## src/design/debug_packet_receiver_unit_macros.svh

```systemverilog
// assertion macros for the debug packet receiver
// used by the top level; expects clk and arst_n in scope
`ifndef DEBUG_PACKET_RECEIVER_UNIT_MACROS_SVH
`define DEBUG_PACKET_RECEIVER_UNIT_MACROS_SVH

// same-cycle implication, disabled while in reset
`define DPR_ASSERT_NOW(lbl, ante, cons) \
	lbl: assert property (@(posedge clk) disable iff (!arst_n) (ante) |-> (cons)) \
		else $error("dpr check failed");

// next-cycle implication, disabled while in reset
`define DPR_ASSERT_NEXT(lbl, ante, cons) \
	lbl: assert property (@(posedge clk) disable iff (!arst_n) (ante) |=> (cons)) \
		else $error("dpr check failed");

`endif

```

## src/design/dpr_pkg.sv

```systemverilog
// shared types, codes and hex helpers for the debug packet receiver
// no dependencies
`timescale 1ns / 1ps
`default_nettype none

package dpr_pkg;

	// framing characters
	localparam logic [7:0] CH_START = 8'h24;
	localparam logic [7:0] CH_END   = 8'h23;
	localparam logic [7:0] CH_ESC   = 8'h7D;
	localparam logic [7:0] CH_ACK   = 8'h2B;
	localparam logic [7:0] CH_NAK   = 8'h2D;
	localparam logic [7:0] ESC_FLIP = 8'h20;

	// result kinds
	localparam logic [1:0] KIND_DATA   = 2'd0;
	localparam logic [1:0] KIND_ACCEPT = 2'd1;
	localparam logic [1:0] KIND_REJECT = 2'd2;

	// error causes
	localparam logic [1:0] CAUSE_NONE     = 2'd0;
	localparam logic [1:0] CAUSE_CHECK    = 2'd1;
	localparam logic [1:0] CAUSE_OVERFLOW = 2'd2;

	localparam int         LEN_W         = 12;
	localparam logic [LEN_W-1:0] MAX_LEN_RESET = 12'd1023;

	typedef enum logic [2:0] {
		PH_HUNT    = 3'd0,
		PH_PAYLOAD = 3'd1,
		PH_ESCAPE  = 3'd2,
		PH_DIGIT1  = 3'd3,
		PH_DIGIT2  = 3'd4
	} phase_t;

	// one result item plus its emit flag
	typedef struct packed {
		logic       emit;
		logic [1:0] kind;
		logic [7:0] data;
		logic [1:0] error_cause;
	} result_t;

	// lower-case hex digit test
	function automatic logic hex_ok(input logic [7:0] c);
		hex_ok = (c >= 8'h30 && c <= 8'h39) || (c >= 8'h61 && c <= 8'h66);
	endfunction

	// digit value, zero for a bad digit
	function automatic logic [3:0] hex_val(input logic [7:0] c);
		if (c >= 8'h30 && c <= 8'h39) begin
			hex_val = c[3:0];
		end else if (c >= 8'h61 && c <= 8'h66) begin
			hex_val = c[3:0] + 4'd9;
		end else begin
			hex_val = 4'd0;
		end
	endfunction

endpackage

`default_nettype wire

```

## src/design/dpr_ifs.sv

```systemverilog
// channel interfaces: received bytes, result items, config writes
// depends on dpr_pkg for field widths
`timescale 1ns / 1ps
`default_nettype none

interface dpr_byte_if;
	logic       valid;
	logic       ready;
	logic [7:0] rx_byte;
	modport source (output valid, output rx_byte, input ready);
	modport sink   (input valid, input rx_byte, output ready);
endinterface

interface dpr_result_if;
	logic       valid;
	logic       ready;
	logic [1:0] kind;
	logic [7:0] data;
	logic [1:0] error_cause;
	modport source (output valid, output kind, output data, output error_cause, input ready);
	modport sink   (input valid, input kind, input data, input error_cause, output ready);
endinterface

interface dpr_cfg_if;
	logic                        valid;
	logic                        ready;
	logic [dpr_pkg::LEN_W-1:0]   max_payload_len;
	modport source (output valid, output max_payload_len, input ready);
	modport sink   (input valid, input max_payload_len, output ready);
endinterface

`default_nettype wire

```

## src/design/dpr_in_stage.sv

```systemverilog
// input register stage for received bytes
// no package dependencies
`timescale 1ns / 1ps
`default_nettype none

module dpr_in_stage (
	input  wire logic       clk,
	input  wire logic       arst_n,
	input  wire logic       in_valid,
	input  wire logic [7:0] in_byte,
	output logic            in_ready,
	input  wire logic       advance,
	output logic            valid_s1,
	output logic [7:0]      byte_s1
);

	// stage is free when empty or draining this cycle
	assign in_ready = !valid_s1 || advance;

	// occupancy
	always_ff @(posedge clk or negedge arst_n) begin
		if (!arst_n) begin
			valid_s1 <= 1'b0;
		end else if (in_ready) begin
			valid_s1 <= in_valid;
		end
	end

	// payload
	always_ff @(posedge clk) begin
		if (in_valid && in_ready) begin
			byte_s1 <= in_byte;
		end
	end

endmodule

`default_nettype wire

```

## src/design/dpr_decode.sv

```systemverilog
// packet decoder: framing state, checksum, length check and result choice
// depends on dpr_pkg
`timescale 1ns / 1ps
`default_nettype none

module dpr_decode (
	input  wire logic                      clk,
	input  wire logic                      arst_n,
	input  wire logic                      valid_s1,
	input  wire logic [7:0]                byte_s1,
	input  wire logic [dpr_pkg::LEN_W-1:0] max_len,
	input  wire logic                      out_free,
	output logic                           advance,
	output dpr_pkg::result_t               res,
	output dpr_pkg::phase_t                phase
);

	dpr_pkg::phase_t           phase_q, phase_d;
	logic [7:0]                sum_q, sum_d;
	logic [dpr_pkg::LEN_W-1:0] count_q, count_d;
	logic [3:0]                hi_q, hi_d;
	logic                      bad_q, bad_d;

	logic       is_end, is_esc, is_start, overflow, digit_ok, check_ok;
	logic [7:0] sum_add;

	assign advance  = valid_s1 && out_free;
	assign phase    = phase_q;

	// shared byte decode
	assign is_end   = (byte_s1 == dpr_pkg::CH_END);
	assign is_esc   = (byte_s1 == dpr_pkg::CH_ESC);
	assign is_start = (byte_s1 == dpr_pkg::CH_START);
	assign overflow = (count_q >= max_len);
	assign digit_ok = dpr_pkg::hex_ok(byte_s1);
	assign sum_add  = sum_q + byte_s1;
	assign check_ok = digit_ok && !bad_q && ({hi_q, dpr_pkg::hex_val(byte_s1)} == sum_q);

	// next phase
	always_comb begin
		phase_d = phase_q;
		unique case (phase_q)
			dpr_pkg::PH_PAYLOAD: begin
				if (is_end) begin
					phase_d = dpr_pkg::PH_DIGIT1;
				end else if (overflow) begin
					phase_d = dpr_pkg::PH_HUNT;
				end else if (is_esc) begin
					phase_d = dpr_pkg::PH_ESCAPE;
				end
			end
			dpr_pkg::PH_ESCAPE: phase_d = dpr_pkg::PH_PAYLOAD;
			dpr_pkg::PH_DIGIT1: phase_d = dpr_pkg::PH_DIGIT2;
			dpr_pkg::PH_DIGIT2: phase_d = dpr_pkg::PH_HUNT;
			default: begin
				phase_d = is_start ? dpr_pkg::PH_PAYLOAD : dpr_pkg::PH_HUNT;
			end
		endcase
	end

	// packet datapath and result
	always_comb begin
		sum_d           = sum_q;
		count_d         = count_q;
		hi_d            = hi_q;
		bad_d           = bad_q;
		res.emit        = 1'b0;
		res.kind        = dpr_pkg::KIND_DATA;
		res.data        = byte_s1;
		res.error_cause = dpr_pkg::CAUSE_NONE;
		unique case (phase_q)
			dpr_pkg::PH_PAYLOAD: begin
				if (!is_end) begin
					if (overflow) begin
						sum_d           = 8'd0;
						count_d         = '0;
						hi_d            = 4'd0;
						bad_d           = 1'b0;
						res.emit        = 1'b1;
						res.kind        = dpr_pkg::KIND_REJECT;
						res.data        = dpr_pkg::CH_NAK;
						res.error_cause = dpr_pkg::CAUSE_OVERFLOW;
					end else begin
						sum_d = sum_add;
						if (!is_esc) begin
							count_d  = count_q + 1'b1;
							res.emit = 1'b1;
						end
					end
				end
			end
			dpr_pkg::PH_ESCAPE: begin
				sum_d    = sum_add;
				count_d  = count_q + 1'b1;
				res.emit = 1'b1;
				res.data = byte_s1 ^ dpr_pkg::ESC_FLIP;
			end
			dpr_pkg::PH_DIGIT1: begin
				bad_d = bad_q | !digit_ok;
				hi_d  = dpr_pkg::hex_val(byte_s1);
			end
			dpr_pkg::PH_DIGIT2: begin
				sum_d    = 8'd0;
				count_d  = '0;
				hi_d     = 4'd0;
				bad_d    = 1'b0;
				res.emit = 1'b1;
				if (check_ok) begin
					res.kind = dpr_pkg::KIND_ACCEPT;
					res.data = dpr_pkg::CH_ACK;
				end else begin
					res.kind        = dpr_pkg::KIND_REJECT;
					res.data        = dpr_pkg::CH_NAK;
					res.error_cause = dpr_pkg::CAUSE_CHECK;
				end
			end
			default: begin
				if (is_start) begin
					sum_d   = 8'd0;
					count_d = '0;
					hi_d    = 4'd0;
					bad_d   = 1'b0;
				end
			end
		endcase
	end

	// state registers, updated when an item leaves the input stage
	always_ff @(posedge clk or negedge arst_n) begin
		if (!arst_n) begin
			phase_q <= dpr_pkg::PH_HUNT;
			sum_q   <= 8'd0;
			count_q <= '0;
			hi_q    <= 4'd0;
			bad_q   <= 1'b0;
		end else if (advance) begin
			phase_q <= phase_d;
			sum_q   <= sum_d;
			count_q <= count_d;
			hi_q    <= hi_d;
			bad_q   <= bad_d;
		end
	end

endmodule

`default_nettype wire

```

## src/design/dpr_out_reg.sv

```systemverilog
// result register toward the reply/payload consumer
// depends on dpr_pkg
`timescale 1ns / 1ps
`default_nettype none

module dpr_out_reg (
	input  wire logic             clk,
	input  wire logic             arst_n,
	input  wire logic             load,
	input  wire dpr_pkg::result_t res,
	output logic                  out_free,
	output logic                  out_valid,
	input  wire logic             out_ready,
	output logic [1:0]            kind,
	output logic [7:0]            data,
	output logic [1:0]            error_cause
);

	logic out_valid_q;

	assign out_valid = out_valid_q;
	assign out_free  = !out_valid_q || out_ready;

	// occupancy
	always_ff @(posedge clk or negedge arst_n) begin
		if (!arst_n) begin
			out_valid_q <= 1'b0;
		end else if (load) begin
			out_valid_q <= 1'b1;
		end else if (out_ready) begin
			out_valid_q <= 1'b0;
		end
	end

	// payload
	always_ff @(posedge clk) begin
		if (load) begin
			kind        <= res.kind;
			data        <= res.data;
			error_cause <= res.error_cause;
		end
	end

endmodule

`default_nettype wire

```

## src/design/debug_packet_receiver_unit.sv

```systemverilog
// top level of the debug packet receiver: input stage, decoder, result register
// depends on dpr_pkg, dpr_ifs, dpr_in_stage, dpr_decode, dpr_out_reg and the macro header
//
// channel   direction  carries
// rx_in     in         rx_byte, one received serial byte per item
// res_out   out        kind, data, error_cause, one result item
// cfg       in         max_payload_len write
//
// one item per cycle sustained while the result register is not stalled; each byte is registered in the input
// register, then decoded, and a result it yields is registered in the result register.
// a byte that yields no result still passes through the decoder.
// reset clears the framing state to hunting and max_payload_len to 1023.
// a stalled result register holds the input stage only once a new item is waiting there.
`timescale 1ns / 1ps
`default_nettype none
`include "debug_packet_receiver_unit_macros.svh"

module debug_packet_receiver_unit (
	input  wire logic     clk,
	input  wire logic     arst_n,
	dpr_byte_if.sink      rx_in,
	dpr_result_if.source  res_out,
	dpr_cfg_if.sink       cfg
);

	logic [dpr_pkg::LEN_W-1:0] max_len_q;
	logic                      valid_s1;
	logic [7:0]                byte_s1;
	logic                      advance;
	logic                      out_free;
	logic                      load;
	dpr_pkg::result_t          res;
	dpr_pkg::phase_t           phase;

	// config register, always ready
	assign cfg.ready = 1'b1;
	always_ff @(posedge clk or negedge arst_n) begin
		if (!arst_n) begin
			max_len_q <= dpr_pkg::MAX_LEN_RESET;
		end else if (cfg.valid) begin
			max_len_q <= cfg.max_payload_len;
		end
	end

	dpr_in_stage u_in (
		.clk      (clk),
		.arst_n   (arst_n),
		.in_valid (rx_in.valid),
		.in_byte  (rx_in.rx_byte),
		.in_ready (rx_in.ready),
		.advance  (advance),
		.valid_s1 (valid_s1),
		.byte_s1  (byte_s1)
	);

	dpr_decode u_dec (
		.clk      (clk),
		.arst_n   (arst_n),
		.valid_s1 (valid_s1),
		.byte_s1  (byte_s1),
		.max_len  (max_len_q),
		.out_free (out_free),
		.advance  (advance),
		.res      (res),
		.phase    (phase)
	);

	assign load = advance && res.emit;

	dpr_out_reg u_out (
		.clk         (clk),
		.arst_n      (arst_n),
		.load        (load),
		.res         (res),
		.out_free    (out_free),
		.out_valid   (res_out.valid),
		.out_ready   (res_out.ready),
		.kind        (res_out.kind),
		.data        (res_out.data),
		.error_cause (res_out.error_cause)
	);

	// accept carries the ack character and no cause
	`DPR_ASSERT_NOW(a_accept_fields, res_out.valid && res_out.kind == dpr_pkg::KIND_ACCEPT, res_out.data == dpr_pkg::CH_ACK && res_out.error_cause == dpr_pkg::CAUSE_NONE)
	// reject carries the nak character and a cause
	`DPR_ASSERT_NOW(a_reject_fields, res_out.valid && res_out.kind == dpr_pkg::KIND_REJECT, res_out.data == dpr_pkg::CH_NAK && res_out.error_cause != dpr_pkg::CAUSE_NONE)
	// a verdict always returns the framer to hunting
	`DPR_ASSERT_NEXT(a_verdict_hunt, load && res.kind != dpr_pkg::KIND_DATA, phase == dpr_pkg::PH_HUNT)

endmodule

`default_nettype wire

```

## src/flat_wrapper.sv

```systemverilog
// flat-port wrapper written by rule: the top's interface ports become plain ports
module debug_packet_receiver_unit_flat 
  (clk, arst_n, rx_in_valid, rx_in_rx_byte, rx_in_ready, res_out_valid, res_out_kind, res_out_data, res_out_error_cause, res_out_ready, cfg_valid, cfg_max_payload_len, cfg_ready);
  dpr_byte_if rx_in_i ();
  dpr_result_if res_out_i ();
  dpr_cfg_if cfg_i ();
  input  wire logic clk;
  input  wire logic arst_n;
  input wire logic [$bits(rx_in_i.valid)-1:0] rx_in_valid;
  input wire logic [$bits(rx_in_i.rx_byte)-1:0] rx_in_rx_byte;
  output wire logic [$bits(rx_in_i.ready)-1:0] rx_in_ready;
  output wire logic [$bits(res_out_i.valid)-1:0] res_out_valid;
  output wire logic [$bits(res_out_i.kind)-1:0] res_out_kind;
  output wire logic [$bits(res_out_i.data)-1:0] res_out_data;
  output wire logic [$bits(res_out_i.error_cause)-1:0] res_out_error_cause;
  input wire logic [$bits(res_out_i.ready)-1:0] res_out_ready;
  input wire logic [$bits(cfg_i.valid)-1:0] cfg_valid;
  input wire logic [$bits(cfg_i.max_payload_len)-1:0] cfg_max_payload_len;
  output wire logic [$bits(cfg_i.ready)-1:0] cfg_ready;
  assign rx_in_i.valid = rx_in_valid;
  assign rx_in_i.rx_byte = rx_in_rx_byte;
  assign rx_in_ready = rx_in_i.ready;
  assign res_out_valid = res_out_i.valid;
  assign res_out_kind = res_out_i.kind;
  assign res_out_data = res_out_i.data;
  assign res_out_error_cause = res_out_i.error_cause;
  assign res_out_i.ready = res_out_ready;
  assign cfg_i.valid = cfg_valid;
  assign cfg_i.max_payload_len = cfg_max_payload_len;
  assign cfg_ready = cfg_i.ready;
  debug_packet_receiver_unit u_core (.clk(clk), .arst_n(arst_n), .rx_in(rx_in_i), .res_out(res_out_i), .cfg(cfg_i));
endmodule
```

## config.mk

```make
export PLATFORM = sky130hd
export DESIGN_NAME = debug_packet_receiver_unit_flat
export DESIGN_NICKNAME = d
export VERILOG_FILES = /design/src/design/dpr_pkg.sv /design/src/design/dpr_ifs.sv /design/src/design/dpr_in_stage.sv /design/src/design/dpr_decode.sv /design/src/design/dpr_out_reg.sv /design/src/design/debug_packet_receiver_unit.sv /design/src/flat_wrapper.sv
export VERILOG_INCLUDE_DIRS = /design/src /design/src/design
export SDC_FILE = /design/constraint.sdc
export NUM_CORES = 1
export LEC_CHECK = 0
export BUFFER_PORTS_ARGS = -buffer_cell sky130_fd_sc_hd__buf_2
export CELL_PAD_IN_SITES_DETAIL_PLACEMENT = 0
export CELL_PAD_IN_SITES_GLOBAL_PLACEMENT = 2
export CORE_ASPECT_RATIO = 0.75
export CORE_MARGIN = 2
export CORE_UTILIZATION = 34
export DETAILED_ROUTE_END_ITERATION = 8
export HOLD_SLACK_MARGIN = 0.03
export PLACE_DENSITY = 0.82
export SYNTH_ARGS = -nofsm -noshare
export SYNTH_HDL_FRONTEND = slang
export SYNTH_SLANG_ARGS = --single-unit
```

## constraint.sdc

```tcl
create_clock -name clk -period 2.55 [get_ports clk]
set_input_delay 0.51 -clock clk [delete_from_list [all_inputs] [get_ports clk]]
set_output_delay 0.51 -clock clk [all_outputs]
set_load 0.02 [all_outputs]
```

==> impl_metrics.csv <==
group,metric,value,unit
run_status,status,"finished, violations left",
run_status,failed_checks,"setup timing",
floorplanning,rows,32,
worst_setup_path,cp-end-kind,"register",
floorplanning,die_area,11760,µm²
global_routing,grt_pass1_vias,2905,
worst_setup_path,crit_type,"register to register",
timing,finClkSkew,0.008112,ns
yosys,ys_seq_elements,62,
detailed_routing,vias,3051,
clock_tree,cts_tree,"built",
global_routing,grt_usage,0.1647,
floorplanning,top_level_ports,40,
placed_design,place_hpwl,7038,µm
detailed_routing,drt-vias-per-instance,5.077,
detailed_routing,wirelength,9180,µm
floorplanning,die_x,124.6,µm
yosys,synthArstFlopShare,0.6774,
yosys,syn_nets,432,
run,max-cap-violations,0,
worst_setup_path,startpoint_type,"register",
finish,nets,510,
timing,setup_tns,-0.01481,ns
timing,worst_slack,-0.01481,ns
floorplanning,die_h,94.43,µm
yosys,ys_types,65,
detailed_routing,drt-wirelength-per-cell,15.27,µm
clock_tree,numCtsBuffers,9,
timing,hold_viol,0,
detailed_routing,drcViolationCount,0,
timing,fmax,389.9,MHz
clock_tree,clkSinkCount,62,
finish,drive_gt1_frac,0.2860,
placed_design,port_buffers,38,
hold_path,hold_class,"input port to asynchronous set/reset pin",
clock_tree,clk_latency,0.33,ns
global_routing,grt_overflow,0,
yosys,synth_top_area_cell,"dfrtp_1",
placed_design,place_congestion,0.8697,
timing,finalSetupViolCount,1,
global_routing,antenna_found_initial,0,
worst_setup_path,cp.required,2.63,ns
clock_tree,ctsHoldBuffers,0,
yosys,synthCells,382,
detailed_routing,drt-pass1-iter-count,4,
clock_tree,cts_buffer_depth,2,
clock_tree,h-tree-depth,3,
yosys,yosysWarnings,0,
power,vdd_drop_max,0.3518,mV
yosys,syn_area,3707,µm²
clock_tree,cts-root-buf,"clkbuf_16",
yosys,synth-edff-count,20,
timing,drv_slew,0,
timing,period_minus_slack,2.565,ns
yosys,ys_seq_area_frac,0.4489,
worst_setup_path,worstPathArrival,2.64,ns
timing,final.period_utilization,1.006,
detailed_routing,postRouteAntennaNets,0,
clock_tree,clkTransAtPathRegs,0.05,ns
yosys,yosys_most_used_dff,"dfrtp_1",
power,powerDensity,935.4,nW/µm²
floorplanning,start_util,0.3548,
floorplanning,core-area,10450,µm²
power,p_leak,2.092,nW
global_routing,grt_max_degree,24,
yosys,synth_area_leaders,"dfrtp_1 22%, edfxtp_1 16%, ha_1 8.1%",
worst_setup_path,critPathMaxFanout,7,
detailed_routing,first_iter_violations,228,
yosys,synth.avg_cell_area,9.705,µm²
global_routing,grt_pass1_wl,15250,µm
finish,syn_to_final_growth,27.10,%
timing,rsz0062_at_grt,"yes",
timing,hold_ws,0.1307,ns
finish,diodes,0,
yosys,synth.top_cell.area_share,0.2160,
==> cell usage in the layout (no fill, tap or decap), drive strengths merged, types with 3 or more instances in the layout <==
cell	synthesis	final
nand2b	6	6
dfrtp	32	32
a21oi	17	17
clkbuf	6	11
a22o	4	4
o31ai	9	9
and2	6	6
nor2	20	20
clkinv	0	3
nand4	13	13
nor3	7	7
and3	4	4
nor2b	10	10
mux2i	3	3
buf	6	79
nand3	9	9
a21o	10	10
o21ai	31	31
inv	20	20
xnor2	9	9
edfxtp	20	20
xor2	5	5
nor3b	3	3
a31oi	8	8
or2	5	5
dfstp	10	10
nand2	50	50
ha	24	24
==> layer usage <==
metal | track usage | vias to the layer above | routed length [µm]
li1 | - | 1537 | -
met1 | 0.2473 | 1450 | 4800
met2 | 0.2277 | 55 | 3848
met3 | 0.04533 | 9 | 433
met4 | 0.05056 | 0 | 98
met5 | 0 | - | 0
==> Yosys cell counts, drive strengths merged, types with 3 or more instances <==
library cell,n
and3,4
buf,6
mux2i,3
nand2b,6
clkbuf,6
o31ai,9
ha,24
nor3,7
or2,5
a21oi,17
nand2,50
nor2,20
xor2,5
dfrtp,32
dfstp,10
inv,20
and2,6
a31oi,8
edfxtp,20
a21o,10
xnor2,9
nor3b,3
nor2b,10
a22o,4
nand3,9
o21ai,31
nand4,13
==> cells by family (layout without fill, tap and decap cells) <==
| family | Yosys count | count (layout) | share of synthesized area |
|---|---|---|---|
| simple gates | 142 | 142 | 0.2001 |
| compound gates | 101 | 101 | 0.1772 |
| flops | 62 | 62 | 0.4489 |
| buf+inv | 32 | 115 | 0.03915 |
| fa+ha+maj | 25 | 25 | 0.08640 |
| xor+xnor | 14 | 14 | 0.03308 |
| mux | 5 | 5 | 0.01417 |
| other cells | 1 | 1 | 0.001012 |
==> worst max-delay path, stage by stage (launching register included) <==
cell and delay (ns):
edfxtp_1 0.41, inv_1 0.08, ha_1 0.21, nor3b_1 0.16, nor3b_2 0.39, nand2_1 0.13, a2111oi_2 0.32, nand4_1 0.22
nor2b_1 0.20, or2_1 0.20
==> per-stage QoR <==
| stage | util | power [mW] | worst slack [ns] | cells | instance area (µm²) |
|---|---|---|---|---|---|
| 6_report | 0.4509 | 4.408 | -0.01481 | 601 | 4712 |
| 5_1_grt | 0.4509 | 4.711 | -0.2134 | 601 | 4712 |
| 4_1_cts | 0.4409 | 4.374 | 0.0003810 | 597 | 4607 |
| 3_5_place_dp | 0.4102 | 3.066 | -0.007566 | 581 | 4287 |
| 3_3_place_gp | 0.4102 | 3.059 | 0.004432 | 581 | 4287 |
| 2_1_floorplan | - | 2.519 | 0.0005564 | 382 | 3719 |
==> path summary, 6_finish.rpt <==
kind | slack (ns) | cells past startpoint | endpoint | start
worst min-delay path | 0.13 | 1 | u_core.max_len_q[11]$_DFFE_PN0P_ | arst_n
worst max-delay path | -0.01 | 9 | u_core.u_out.kind[1]$_DFFE_PP_ | u_core.u_in.byte_s1[0]$_DFFE_PP_
min in group clk | 0.36 | 1 | u_core.u_in.byte_s1[5]$_DFFE_PP_ | rx_in_rx_byte[5]
worst max register to register | -0.01 | 9 | u_core.u_out.kind[1]$_DFFE_PP_ | u_core.u_in.byte_s1[0]$_DFFE_PP_
max in group asynchronous | 1.83 | 2 | u_core.max_len_q[1]$_DFFE_PN1P_ | arst_n
worst min register to register | 0.50 | 2 | u_core.u_dec.hi_q[3]$_DFFE_PN0P_ | u_core.u_dec.hi_q[3]$_DFFE_PN0P_
==> state kept, by name, indices dropped and copies added, names as in the netlist <==
register                  count
u_core.u_in.byte_s1           8
u_core.u_dec.sum_q            8
u_core.u_dec.hi_q             4
u_core.max_len_q             12
u_core.u_in.valid_s1          1
u_core.u_out.error_cause      2
u_core.u_out.data             8
u_core.u_dec.bad_q            1
u_core.u_dec.count_q         12
u_core.u_out.kind             2
u_core.u_dec.phase            3
u_core.u_out.out_valid        1
==> final cells by class <==
class                      count  area [µm²]
clock buffer                  11       232.7
clock inverter                 5       73.82
fill                         986        5738
inverter                      20       75.07
multi-input combinational    288        1986
sequential                    62        1664
tap                          136       170.2
timing repair buffer          79       510.5
==> timing repair <==
action / in CTS / in global routing
pin swaps: 0 / 10
resized for setup: 3 / 19
buffers inserted: 0 / 4
setup endpoints to repair: 17 / 25
==> where the power goes <==
part           switching [mW]  leakage (nW)  internal [mW]
clock network           0.425         0.151          0.848
logic                    1.01          1.22          0.727
registers               0.138         0.720           1.26
total                    1.57          2.09           2.84
Note: power is estimated with default switching activity, not from simulation.
